### config.mk
export PLATFORM = sky130hd
export DESIGN_NAME = gcm_ctrl
export DESIGN_NICKNAME = d
export VERILOG_FILES = /design/src/gcm_pkg.sv /design/src/gcm_ctrl.sv
export VERILOG_INCLUDE_DIRS = /design/src /design/src/src
export SDC_FILE = /design/constraint.sdc
export NUM_CORES = 1
export LEC_CHECK = 0
export BUFFER_PORTS_ARGS = -buffer_cell sky130_fd_sc_hd__buf_2
export CAP_MARGIN = 15
export CORE_AREA = 2 2 39 41
export DETAILED_ROUTE_END_ITERATION = 12
export DIE_AREA = 0 0 41 43
export GPL_ROUTABILITY_DRIVEN = 0
export GPL_TIMING_DRIVEN = 0
export PLACE_DENSITY = 0.67
export SLEW_MARGIN = 20
export SYNTH_ARGS = -nofsm -noshare
export SYNTH_HDL_FRONTEND = slang
export SYNTH_SLANG_ARGS = --single-unit
### constraint.sdc
create_clock -name clk -period 1.2 [get_ports clk]
set_input_delay 0.24 -clock clk [delete_from_list [all_inputs] [get_ports clk]]
set_output_delay 0.24 -clock clk [all_outputs]
set_load 0.005 [all_outputs]
### src/assert_macros.svh
// Assertion macros shared by the grid cost map RTL.
`ifndef ASSERT_MACROS_SVH
`define ASSERT_MACROS_SVH

// Checks a property on every rising clock edge outside reset.
`define GCM_ASSERT(label, prop, msg) \
	label: assert property (@(posedge clk) disable iff (!arst_n) prop) else $error(msg);

// Checks that a condition never holds outside reset.
`define GCM_NEVER(label, cond, msg) \
	label: assert property (@(posedge clk) disable iff (!arst_n) !(cond)) else $error(msg);

`endif

### src/gcm_pkg.sv
// Types, constants and controller/datapath interface structs of the grid cost map.
package gcm_pkg;

	localparam int MAX_ROWS  = 64;
	localparam int MAX_COLS  = 64;
	localparam int COST_BITS = 15;

	localparam int ROW_W     = $clog2(MAX_ROWS);
	localparam int COL_W     = $clog2(MAX_COLS);
	localparam int ADDR_W    = ROW_W + COL_W;
	localparam int MEM_DEPTH = 1 << ADDR_W;
	localparam int WORD_W    = COST_BITS + 1;
	localparam int CFG_W     = 7;
	localparam int COST_IN_W = 16;
	localparam int KIND_W    = 3;
	localparam int STATUS_W  = 2;

	typedef enum logic [KIND_W-1:0] {
		KIND_FILL  = 3'd0,
		KIND_COST  = 3'd1,
		KIND_OBST  = 3'd2,
		KIND_READ  = 3'd3,
		KIND_NEIGH = 3'd4
	} kind_t;

	typedef enum logic [STATUS_W-1:0] {
		ST_OK    = 2'd0,
		ST_RANGE = 2'd1,
		ST_NEG   = 2'd2
	} status_t;

	typedef enum logic {
		CFG_ROWS = 1'b0,
		CFG_COLS = 1'b1
	} cfg_idx_t;

	typedef enum logic [2:0] {
		S_CLEAR,
		S_IDLE,
		S_DISPATCH,
		S_FILL,
		S_RESP,
		S_NB_ADDR,
		S_NB_CHECK,
		S_NB_FINAL
	} state_t;

	typedef struct packed {
		logic capture;
		logic clear_wr;
		logic fill_wr;
		logic cell_wr;
		logic cell_rd;
		logic nb_issue;
		logic nb_next;
		logic nb_take;
		logic emit_single;
		logic emit_final;
	} dp_cmd_t;

	typedef struct packed {
		logic [KIND_W-1:0] kind;
		logic              negative;
		logic              in_map;
		logic              clear_last;
		logic              fill_last;
		logic              cand_valid;
		logic              nb_last;
		logic              rd_obst;
		logic              pend_valid;
		logic              out_free;
	} dp_stat_t;

endpackage

### src/gcm_ctrl.sv
// Controller state machine that sequences clearing, fills, cell accesses and expansion.
`include "assert_macros.svh"

module gcm_ctrl import gcm_pkg::*; (
	input  logic     clk,
	input  logic     arst_n,
	input  logic     in_valid,
	output logic     in_ready,
	input  dp_stat_t stat,
	output dp_cmd_t  cmd
);

	state_t state_q;
	state_t state_next;
	logic   nb_block;

	// A qualifying neighbor pushes the held one out, which needs room at the output.
	assign nb_block = !stat.rd_obst && stat.pend_valid && !stat.out_free;

	always_ff @(posedge clk or negedge arst_n) begin
		if (!arst_n) begin
			state_q <= S_CLEAR;
		end else begin
			state_q <= state_next;
		end
	end

	always_comb begin
		state_next = state_q;
		case (state_q)
			S_CLEAR: begin
				if (stat.clear_last) state_next = S_IDLE;
			end
			S_IDLE: begin
				if (in_valid) state_next = S_DISPATCH;
			end
			S_DISPATCH: begin
				case (stat.kind)
					KIND_FILL:  state_next = stat.negative ? S_RESP : S_FILL;
					KIND_COST:  state_next = S_RESP;
					KIND_OBST:  state_next = S_RESP;
					KIND_READ:  state_next = S_RESP;
					KIND_NEIGH: state_next = stat.in_map ? S_NB_ADDR : S_RESP;
					default:    state_next = S_IDLE;
				endcase
			end
			S_FILL: begin
				if (stat.fill_last) state_next = S_RESP;
			end
			S_RESP: begin
				if (stat.out_free) state_next = S_IDLE;
			end
			S_NB_ADDR: begin
				if (stat.cand_valid) state_next = S_NB_CHECK;
				else if (stat.nb_last) state_next = S_NB_FINAL;
			end
			S_NB_CHECK: begin
				if (!nb_block) state_next = stat.nb_last ? S_NB_FINAL : S_NB_ADDR;
			end
			S_NB_FINAL: begin
				if (stat.out_free) state_next = S_IDLE;
			end
			default: state_next = S_IDLE;
		endcase
	end

	always_comb begin
		cmd      = '0;
		in_ready = 1'b0;
		case (state_q)
			S_CLEAR: begin
				cmd.clear_wr = 1'b1;
			end
			S_IDLE: begin
				in_ready    = 1'b1;
				cmd.capture = in_valid;
			end
			S_DISPATCH: begin
				cmd.cell_wr = ((stat.kind == KIND_COST) && !stat.negative && stat.in_map)
					|| ((stat.kind == KIND_OBST) && stat.in_map);
				cmd.cell_rd = (stat.kind == KIND_READ) && stat.in_map;
			end
			S_FILL: begin
				cmd.fill_wr = 1'b1;
			end
			S_RESP: begin
				cmd.emit_single = stat.out_free;
			end
			S_NB_ADDR: begin
				cmd.nb_issue = stat.cand_valid;
				cmd.nb_next  = !stat.cand_valid && !stat.nb_last;
			end
			S_NB_CHECK: begin
				cmd.nb_take = !nb_block;
				cmd.nb_next = !nb_block && !stat.nb_last;
			end
			S_NB_FINAL: begin
				cmd.emit_final = stat.out_free;
			end
			default: begin
				cmd = '0;
			end
		endcase
	end

	`GCM_ASSERT(a_check_follows_read, state_q == S_NB_CHECK |-> $past(state_q) == S_NB_ADDR || $past(state_q) == S_NB_CHECK, "neighbour check without a preceding read")
	`GCM_NEVER(a_ready_only_idle, in_ready && state_q != S_IDLE, "input ready outside idle")
	`GCM_ASSERT(a_capture_on_accept, cmd.capture |-> in_valid && in_ready, "capture without handshake")

endmodule

# [Word-level counts from Yosys, hierarchy flattened]
# Cells that the tools add are included.
[totals] romBits=0 input_bits=15 out_inout_bits=11 regBits=3 latchBits=0 mem_bits_rw=0 n_memories=0
[classes] n_reduce_logical=20 bitwise_logic=0 n_div=0 n_lt_le_gt_ge=0 mul=0 muxes=22 n_eq_ne=17 shifts=0 add_sub_neg=0
[ops] op="$mux W3" n=8
[ops] op="$pmux W3 S7" n=1
[ops] op="$eq A3 B3 Y1 const B" n=5
[ops] op="$eq A3 B2 Y1 const B" n=4
[ops] op="$mux W1" n=9
[ops] op="$pmux W3 S3" n=1
[ops] op="$logic_and A1 B1 Y1" n=8
[ops] op="$ne A2 B2 Y1 const B" n=4
[ops] op="$eq A3 B1 Y1 const B" n=2
[ops] op="$logic_not A1 Y1" n=6
[ops] op="$logic_not A3 Y1" n=2
[ops] op="$reduce_and A6 Y1" n=1
[ops] op="$mux W2" n=2
[ops] op="$ne A3 B3 Y1 const B" n=1
[ops] op="$reduce_or A3 Y1" n=1
[ops] op="$ne A2 B1 Y1 const B" n=1
[ops] op="$pmux W1 S2" n=1
[ops] op="$reduce_or A2 Y1" n=1
[ops] op="$logic_or A1 B1 Y1" n=1

# [Longest topological paths before layout]
# Gate-level depths: netlist of the first run.
[depth] word_depth=6 mapped_depth=5 depth_no_buf=4

# [Least setup slack after synthesis of the first run]
# No wires, ideal clock.
[synth_timing] path_kind="register to register" from="register state_q[1]" to="register state_q[1]" path_stages_with_launch=6 arrival_time_ps=1175 synth_period_minus_slack_ps=1301 path_buffers=1 setup_ps=126 setup_slack_ps=-101 path_cell_list="dfrtp_1 buf_2 nand2b_4 o2111ai_1 nand2_1 a221o_1"
[synth_between] elab_chain_len=4 word_cells_on_any_way=17 cone_classes="eq/ne (13); mux (1); reduce/logical (3)"
[synth_lines] item="start: declaration" line_no="gcm_ctrl.sv:13" text="state_t state_q;"
[synth_lines] item="start signal: assignment" line_no="gcm_ctrl.sv:24" text="state_q <= state_next;"
[synth_lines] item="$eq A3 B3 Y1" line_no="gcm_ctrl.sv:30" text="case (state_q)"
[synth_lines] item="$reduce_or A2 Y1 (no line)"
[synth_lines] item="$ne A2 B1 Y1 (no line)"
[synth_lines] item="$reduce_and A6 Y1 (no line)"
# Parallel ways exist; a longest one is shown, timed or not.
# A chain may end at the register's enable or synchronous reset.

==> results of run 1 <==
[critical path, stage by stage (launching register included)]
cell,delay (ns)
dfrtp_1,0.41
buf_6,0.13
buf_4,0.10
buf_6,0.12
nand2_1,0.09
nor2_2,0.14
buf_2,0.13
[area by class of cell]
cell class,instances,area share
multi-input cells,49,0.513
repair buffers,35,0.264
flip-flops and latches,3,0.0962
plain buffers,4,0.0577
clock buffers,4,0.0337
well taps,16,0.0256
inverters,2,0.00962
[what timing repair did]
| item | CTS | global route |
|---|---|---|
| endpoints found under the setup margin | 13 | 13 |
| pin swaps | 8 | 4 |
| hold buffers | 1 | 0 |
| setup buffers | 5 | 4 |
| resized for setup | 15 | 9 |
| endpoints found under the hold margin | 3 | 0 |
[kinds of logic (layout without fill, tap and decap cells)]
group	Yosys count	in the layout	synth area share
DFF	3	3	0.185
and+or+nand+nor	35	35	0.498
AOI/OAI and AO/OA	14	14	0.252
buffers and inverters	6	45	0.0646
[stage by stage]
step | cells | hold WS, ns | area, sq um | setup WS [ns]
2_1_floorplan | 58 | -0.0556 | 435 | -0.0498
3_3_place_gp | 99 | 0.0369 | 581 | -0.179
3_5_place_dp | 99 | 0.0369 | 581 | -0.175
4_1_cts | 109 | 0.323 | 716 | -0.390
5_1_grt | 113 | 0.338 | 781 | -0.461
6_report | 113 | 0.317 | 781 | -0.411
[layer usage]
layer  share of wire  vias to the layer above
li1                -                      288
met2            0.51                       35
met5               0                        -
met3           0.053                        6
met4           0.028                        0
met1            0.41                      296
[layout by cell type, fill, tap and decap left out, types with 2 or more instances in the layout]
cell type  instances
buf_4              9
nor3b_1            3
nand2_1            7
inv_1              2
buf_2             25
nand2b_4           3
nor2b_1            4
dfrtp_1            3
buf_6              3
nor3_1             2
clkbuf_4           3
nor2_1             2
nor2_2             3
nor3_2             2
and2_1             3
o21ai_0            2
[synthesized netlist by cell type]
cell type and n:
a221o_1 1, nor3_1 4, nand2b_4 1, nor2b_1 5, and2_1 3, a311oi_1 1, dfrtp_1 3, or4_4 1
buf_2 3, a211oi_1 1, nor3b_1 3, a21oi_1 1, and3b_1 1, o21a_1 1, nor2_1 6, nand2b_1 2
o311ai_0 1, inv_1 2, nand2_1 7, o2111ai_1 1, o31ai_1 1, o21ai_0 3, and3_1 1, a31oi_1 1
o221a_2 1, clkbuf_1 1, o22ai_1 1, nor4b_1 1
[power groups by stage]
stage	Clock [mW]	Combinational (mW)	Sequential, mW
final	0.188	1.38	0.194
after global routing	0.202	1.47	0.198
after CTS	0.187	1.15	0.190
after detailed placement	0	0.862	0.180
after global placement	0	0.854	0.179
after floorplan	0	0.637	0.176
[final timing paths]
check                      depth (start not counted)                      to
min                                                2  state_q[1]$_DFFE_PN0P_
max reg2reg                                        7  state_q[0]$_DFFE_PN0P_
min reg2reg                                        2  state_q[0]$_DFFE_PN0P_
max                                                6                  cmd[0]
min in group clk                                   4  state_q[2]$_DFFE_PN0P_
max in group asynchronous                          2  state_q[2]$_DFFE_PN0P_
==> metrics.cfg, run 1 <==
[clock_network]
cts-root-buf = clkbuf_4
cts.sinks = 3
clock_path_buffers = 2
htreeDepth = 1
clkTransAtPathRegs_ns = 0.04
cts_tree = yes
worstSkewPairLatency_ns = 0.24
cts_made_buffers = 3

[route]
drt-total-wl_um = 1500
drt_first_pass_iters = 4
wire_per_inst_um = 13.3
drc = 0
dr_total_vias = 625
viasPerCell = 5.53
drt-initial-drc-count = 29
ant_nets = 0

[worst_setup_path]
required_ns = 0.96
critPathKind = reg2out
r2r-start = state_q[1]$_DFFE_PN0P_
reg2reg_slack_ns = -0.31
start_kind = register
crit_fanout = 7
startpoint = state_q[1]$_DFFE_PN0P_
cp-end-kind = output pin
crit_arrival_ns = 1.37

[floorplan]
io_pins = 26
core_sq_um = 1380
rows = 14
die_x_um = 41
die_area_sq_um = 1760
start_util = 0.294
fp.dieH_um = 43

[synth]
ys_warn_count = 0
synth_nets = 73
synth-seq-cells = 3
syn-cell-area_sq_um = 407
ys_top_cells_by_area = dfrtp_1 (18%), nor2b_1 (7.7%), nand2_1 (6.5%)
synth_seq_area_share = 0.185
syn_area_per_cell_sq_um = 7.01
netlist_instances = 58
synth_top_area_frac = 0.185
yosys.area.top_type = dfrtp_1
synth_cell_type_count = 28

[global_route]
use_met3 = 0.0209
grt_util_met1 = 0.215
antenna_found_initial = 0
grt_remaining_overflow = 0
grt_pass1_vias = 523
grt_pass1_wl_um = 2150
grt_usage = 0.176
met2_usage = 0.278
grt_max_degree = 11
top_usage_layer = met2

[cells_and_area]
largest_register_ffs = 3
final_core_util = 0.564
multi_input_comb_area_sq_um = 400
syn_to_final_growth_pct = 92.0
drive_gt1_frac = 0.598
fillCellCount = 131
largestRegisters = state_q: 3 flops
nets = 113
top_register = state_q
n_antenna_cell = 0
regArea_sq_um = 75.1

[run_status]
status = complete, but fails checks
violations = setup timing

[power_and_ir_drop]
power.density_nw_per_um2 = 2250
sw_frac_of_total = 0.430
p_leak_nw = 0.385
seqPwrFrac = 0.110
finalPower_mw = 1.76
ir_drop_mv = 0.826
p_switching_mw = 0.756
power_frac_comb = 0.783
p_int_mw = 1.00
clkPwrFrac = 0.107

[flow_run]
cap_viol_max_count = 0

[timing]
fin_skew_ns = 0.00605
timing.slew.headroom = 0.799
setup-tns-final_ns = -4.39
fmax_ghz = 0.621
min_period_ns = 1.61
rsz0062_at_grt = true
fin_ws_ns = -0.411
tightest_slew_ns = 0.301
setup_viol = 14
period_share = 1.34
finalHoldViolCount = 0
drv_slew = 0

[min_path]
hp-class = in2async

[place]
numPortBuffers = 25
hpwl_um = 891

Power figures use the tool's default switching activity.
==> inputs of run 2 (changes only) <==
- RECOVER_POWER: unset -> 100
- SETUP_SLACK_MARGIN: unset -> 0.15
==> run 2 against run 1 <==
The run still ends with setup timing left. Global-route usage rose by 1.4 points. Utilization up 7.1 points. Register-to-register slack lost 0.07 ns. Sequential share of layout area fell by 0.94 points. Sequential power is 6% higher. Largest power group unchanged. Highest routed layer unchanged. Critical path type unchanged. Clock skew down 0.0024 ns. Sequential cell count unchanged. Combinational power up 24%. Largest cell class unchanged. Worst hold slack better by 0.017 ns. Critical endpoint is now cmd[3].
==> metrics.cfg, run 2 (synthesis gave the netlist of run 1 again) <==
[run_status]
status = complete, but fails checks
violations = setup timing

[place]
place_area_sq_um = 586  ; +0.86%
numPortBuffers = 25  ; unchanged
hpwl_um = 910  ; +2.1%

[power_and_ir_drop]
p_int_mw = 1.23  ; +22%
seqPwrFrac = 0.098  ; -0.012
p_leak_nw = 0.427  ; +11%
sw_frac_of_total = 0.414  ; -0.0159
power_frac_comb = 0.816  ; +0.033
ir_drop_mv = 1.06  ; +28%
clkPwrFrac = 0.085  ; -0.022
finalPower_mw = 2.09  ; +19%
p_switching_mw = 0.866  ; +15%
power.density_nw_per_um2 = 2380  ; +5.7%

[timing]
min_period_ns = 1.61  ; -0.00303 ns
timing.slew.headroom = 0.810  ; +0.0109
fin_skew_ns = 0.00368  ; -0.00237 ns
fin_ws_ns = -0.408  ; +0.00303 ns
period_share = 1.34  ; -0.00253
fmax_ghz = 0.622  ; +0.19%
setup_viol = 14  ; unchanged
drv_slew = 0  ; unchanged
finalHoldViolCount = 0  ; unchanged
tightest_slew_ns = 0.285  ; -0.0163 ns
rsz0062_at_grt = true

[cells_and_area]
final_cell_mix = buf_2 (24), buf_4 (8), nand2_1 (5)
syn_to_final_growth_pct = 116
postLayoutCellArea_sq_um = 880  ; +13%
nets = 116  ; +2.7%
top_register = state_q
final_core_util = 0.636  ; +0.0714
n_antenna_cell = 0  ; unchanged
largest_register_ffs = 3  ; unchanged
final_common_cell = buf_2
drive_gt1_frac = 0.650  ; +0.0521
largestRegisters = state_q: 3 flops

[floorplan]
rows = 14  ; unchanged
start_util = 0.294  ; unchanged
die_area_sq_um = 1760  ; unchanged
die_x_um = 41  ; unchanged
core_sq_um = 1380  ; unchanged
fp.dieH_um = 43  ; unchanged
io_pins = 26  ; unchanged

[global_route]
grt_remaining_overflow = 0  ; unchanged
grt_pass1_wl_um = 2350  ; +9.7%
grt_max_degree = 11  ; unchanged
grt_pass1_vias = 550  ; +5.2%
grt_usage = 0.190  ; +0.0143
antenna_found_initial = 0  ; unchanged

[worst_setup_path]
critPathKind = reg2out
slowest_stage = dfrtp_2
start_kind = register
max_stage_delay_ns = 0.43  ; +0.02 ns
crit_arrival_ns = 1.37  ; about the same
path_cells = buf_6 > nand2b_4 > o22ai_2 > and3b_1 > buf_2
worstRegToRegCells = 7  ; unchanged
crit_fanout = 3  ; -4
required_ns = 0.96  ; about the same
cp-end-kind = output pin

[route]
wire_per_inst_um = 14.3  ; +7.5%
drt-initial-drc-count = 15  ; -48%
drt-total-wl_um = 1660  ; +10%
drt_first_pass_iters = 4  ; unchanged
drc = 0  ; unchanged
ant_nets = 0  ; unchanged
viasPerCell = 5.44  ; -1.7%
dr_total_vias = 631  ; +0.96%

[flow_run]
cap_viol_max_count = 0  ; unchanged

[min_path]
hp-class = in2async

[clock_network]
clock_path_buffers = 2  ; unchanged
htreeDepth = 1  ; unchanged
clkTransAtPathRegs_ns = 0.04  ; about the same
cts_made_buffers = 3  ; unchanged
cts.sinks = 3  ; unchanged
worstSkewPairLatency_ns = 0.23  ; about the same
cts-root-buf = clkbuf_4
cts_tree = yes

[run 2: cell count changes in the layout (fill, tap and decap cells not counted), moves of 2 or more]
cell     before  now
buf_8         1    3
nand2_1       7    5
nand2_4       0    2
nor2_2        3    1
nor2_4        1    3
[run 2: worst paths after layout]
check / end / slack, ns / from
max: cmd[3] / -0.41 / state_q[1]$_DFFE_PN0P_
min: state_q[0]$_DFFE_PN0P_ / 0.33 / arst_n
min reg2reg: state_q[0]$_DFFE_PN0P_ / 0.85 / state_q[0]$_DFFE_PN0P_
min in group clk: state_q[0]$_DFFE_PN0P_ / 0.38 / in_valid
max in group asynchronous: state_q[1]$_DFFE_PN0P_ / 0.70 / arst_n
max reg2reg: state_q[1]$_DFFE_PN0P_ / -0.38 / state_q[1]$_DFFE_PN0P_
[run 2: per-layer routing]
| layer | wire length (um) | part of all wire | vias up | track usage |
|---|---|---|---|---|
| met4 | 38 | 0.023 | 0 | 0.0867 |
| met2 | 871 | 0.53 | 30 | 0.306 |
| met1 | 638 | 0.39 | 301 | 0.241 |
| li1 | - | - | 296 | - |
| met3 | 108 | 0.065 | 4 | 0.0157 |
| met5 | 0 | 0 | - | 0 |
[run 2: per-stage QoR]
stage	setup WS (ns)	TNS, ns	cells	hold WS, ns
after CTS	-0.397	-3.79	113	0.326
after floorplan	-0.0284	-0.0518	58	-0.0556
final	-0.408	-4.45	116	0.334
after global placement	-0.184	-1.06	99	0.0349
after detailed placement	-0.189	-1.11	99	0.0369
after global routing	-0.431	-5.14	116	0.356
[run 2: layout make-up]
type	instances	area, sq um
fillers	109	504
multi-input cells	49	437
repair buffers	38	264
flip-flops and latches	3	76.3
plain buffers	4	48.8
clock buffers	4	26.3
well taps	16	20.0
inverters	2	7.51
[run 2: worst max-delay path, delay by kind of cell (launching register included)]
kind	cells	cell delay [ns]
AO/OA/AOI/OAI	1	0.15
buffers and inverters	2	0.23
AND/OR/NAND/NOR	2	0.32
flip-flops	1	0.43
[run 2: power by group through the flow]
stage,combinational [mW],sequential [mW],clock [mW]
after floorplan,0.652,0.176,0
after global placement,0.862,0.185,0
after detailed placement,0.876,0.182,0
after CTS,1.36,0.195,0.180
after global routing,1.80,0.211,0.197
final,1.71,0.206,0.179
[run 2: timing repair]
action	4_1_cts	5_1_grt
buffers inserted	8	3
endpoints found under the hold margin	3	0
pin swaps	7	8
hold buffers	1	0
gates cloned	1	0
endpoints found under the setup margin	14	14
resized for setup	18	17
==> inputs of run 3 (changes only) <==
- ABC_AREA: unset -> 1
- PLACE_DENSITY: 0.67 -> 0.71
==> run 3 against run 2 <==
The flow still finishes with violations (setup timing). Sequential cell count stayed put. Critical path depth unchanged. Non-clock buffer count down 3. Final cell count grew 24%. Design area decreased by 5.8%. Count of clock-buffer cells in the layout unchanged. Maximum frequency increased by 7.0%. Register-to-register slack improved by 0.18 ns. Clock skew is 0.0045 ns higher. First-iteration DRC count increased by 13%. Sequential share of layout area increased by 0.54 points. Critical path type unchanged. Largest cell class unchanged.
==> metrics.cfg, run 3 <==
[synth]
synth_cell_type_count = 17  ; -39%
synth_common_cells = nand2_1 (29), inv_1 (16), nor2_1 (15)
ys_warn_count = 0  ; unchanged
ys_top_cells_by_area = nand2_1 (24%), dfrtp_1 (16%), inv_1 (13%)
synth_top_area_frac = 0.238  ; +0.0531
synth-seq-cells = 3  ; unchanged
synth_nets = 102  ; +40%
syn_area_per_cell_sq_um = 5.26  ; -25%
async_reset_ff_frac = 1.00  ; unchanged
syn-cell-area_sq_um = 458  ; +13%
yosys.cell_count.top_type = nand2_1
synth_seq_area_share = 0.164  ; -0.0207
synth_flop_cell = dfrtp_1
netlist_instances = 87  ; +50%
yosys.area.top_type = nand2_1
synth_edf_count = 0  ; unchanged

[clock_network]
htreeDepth = 1  ; unchanged
clkTransAtPathRegs_ns = 0.04  ; about the same
cts-root-buf = clkbuf_4
cts.sinks = 3  ; unchanged
cts_made_buffers = 3  ; unchanged
cts_tree = yes
worstSkewPairLatency_ns = 0.25  ; +0.02 ns
clock_path_buffers = 2  ; unchanged

[power_and_ir_drop]
finalPower_mw = 1.74  ; -17%
power.density_nw_per_um2 = 2100  ; -12%
p_leak_nw = 0.489  ; +15%
ir_drop_mv = 0.667  ; -37%

[floorplan]
core_sq_um = 1380  ; unchanged
io_pins = 26  ; unchanged
die_area_sq_um = 1760  ; unchanged
fp.dieH_um = 43  ; unchanged
die_x_um = 41  ; unchanged
start_util = 0.331  ; +0.0371
rows = 14  ; unchanged

[route]
drt-initial-drc-count = 17  ; +2
viasPerCell = 4.74  ; -13%
drc = 0  ; unchanged
dr_total_vias = 682  ; +8.1%
drt-total-wl_um = 1570  ; -5.4%
ant_nets = 0  ; unchanged
drt_first_pass_iters = 4  ; unchanged
wire_per_inst_um = 10.9  ; -24%

[timing]
period_share = 1.25  ; -0.0877
fmax_ghz = 0.665  ; +7.0%
tightest_slew_ns = 0.226  ; -0.0585 ns
timing.slew.headroom = 0.849  ; +0.0388
rsz0062_at_grt = true
fin_skew_ns = 0.00814  ; +0.00446 ns
fin_ws_ns = -0.303  ; +0.105 ns
finalHoldWorstSlack_ns = 0.341  ; +0.00696 ns
finalHoldViolCount = 0  ; unchanged
min_period_ns = 1.50  ; -0.105 ns
setup_viol = 14  ; unchanged
drv_slew = 0  ; unchanged

[cells_and_area]
n_antenna_cell = 0  ; unchanged
drive_gt1_frac = 0.492  ; -0.158
final_cell_mix = nand2_1 (24), buf_2 (24), inv_1 (13)
nets = 144  ; +24%
largestRegisters = state_q: 3 flops
largest_register_ffs = 3  ; unchanged
final_core_util = 0.599  ; -0.0371
top_register = state_q
syn_to_final_growth_pct = 80.9

[global_route]
grt_pass1_wl_um = 2440  ; +3.8%
met2_usage = 0.322  ; +0.0156
grt_usage = 0.202  ; +0.0124
antenna_found_initial = 0  ; unchanged
grt_pass1_vias = 613  ; +11%
grt_remaining_overflow = 0  ; unchanged
use_met3 = 0.0366  ; +0.0209
grt_max_degree = 8  ; -3
grt_util_met1 = 0.239  ; -0.00102
top_usage_layer = met2

[worst_setup_path]
cp-end-kind = output pin
start_kind = register
crit_fanout = 6  ; +3
crit_arrival_ns = 1.26  ; -0.11 ns
critPathKind = reg2out
required_ns = 0.96  ; about the same

[flow_run]
cap_viol_max_count = 0  ; unchanged

[place]
numPortBuffers = 25  ; unchanged
hpwl_um = 985  ; +8.3%

[min_path]
hp-class = in2async

[run_status]
violations = setup timing
status = complete, but fails checks

==> run 3: cell types whose count changed in the layout (fill, tap and decap cells not counted), moves of 3 or more <==
cell / before / now
nand2_1: 5 / 24
inv_1: 2 / 13
nor2_1: 2 / 11
nand3_1: 0 / 6
nand2_2: 0 / 5
nor2b_1: 4 / 0
and2_1: 3 / 0
buf_8: 3 / 0
nand2b_4: 3 / 0
nor3b_1: 3 / 0
==> run 3: final timing paths <==
path	from	to	slack [ns]	cells after the start
hold reg to reg	state_q[0]$_DFFE_PN0P_	state_q[0]$_DFFE_PN0P_	0.76	4
max in group asynchronous	arst_n	state_q[1]$_DFFE_PN0P_	0.69	2
setup reg to reg	state_q[1]$_DFFE_PN0P_	state_q[0]$_DFFE_PN0P_	-0.20	8
setup / recovery	state_q[1]$_DFFE_PN0P_	cmd[3]	-0.30	5
min in group clk	stat[3]	state_q[1]$_DFFE_PN0P_	0.42	5
hold / removal	arst_n	state_q[2]$_DFFE_PN0P_	0.34	2
==> run 3: final cells by class <==
cell class              instances  area [sq um]
fillers                       129           556
inverters                      16          65.1
flip-flops and latches          3          76.3
repair buffers                 37           228
multi-input cells              66           390
well taps                      16          20.0
clock buffers                   4          26.3
plain buffers                   2          22.5
==> run 3: per-layer routing <==
metal,share of wire,up-vias
li1,-,349
met1,0.41,291
met2,0.48,35
met3,0.077,7
met4,0.032,0
met5,0,-
==> run 3: cell families after synthesis <==
kind of cell           share of synthesized area
buffers and inverters                      0.172
AO/OA/AOI/OAI                              0.109
flip-flops                                 0.164
AND/OR/NAND/NOR                            0.555
==> run 3: what timing repair did <==
action	4_1_cts	5_1_grt
hold buffers	1	0
pin swaps	10	6
resized for setup	17	8
endpoints found under the setup margin	14	14
endpoints found under the hold margin	3	0
setup buffers	9	2
==> run 3: through the flow <==
step                      cells  TNS [ns]  instance area (sq um)  setup WS (ns)
after detailed placement    128    -0.585                    621         -0.159
final                       144     -3.12                    828         -0.303
after global routing        144     -3.87                    828         -0.347
after CTS                   142     -2.87                    795         -0.281
after floorplan              87         0                    475         0.0431
after global placement      128    -0.499                    621         -0.150
==> run 3: critical path, stage by stage, from the launching register on <==
cell	delay [ns]
dfrtp_2	0.46
nand2_2	0.14
nor2_4	0.05
nand2_1	0.08
o2111a_1	0.18
buf_2	0.11
==> run 3: power breakdown <==
| group | internal, mW | switching (mW) |
|---|---|---|
| registers | 0.156 | 0.0564 |
| clock network | 0.125 | 0.0648 |
| logic | 0.610 | 0.725 |
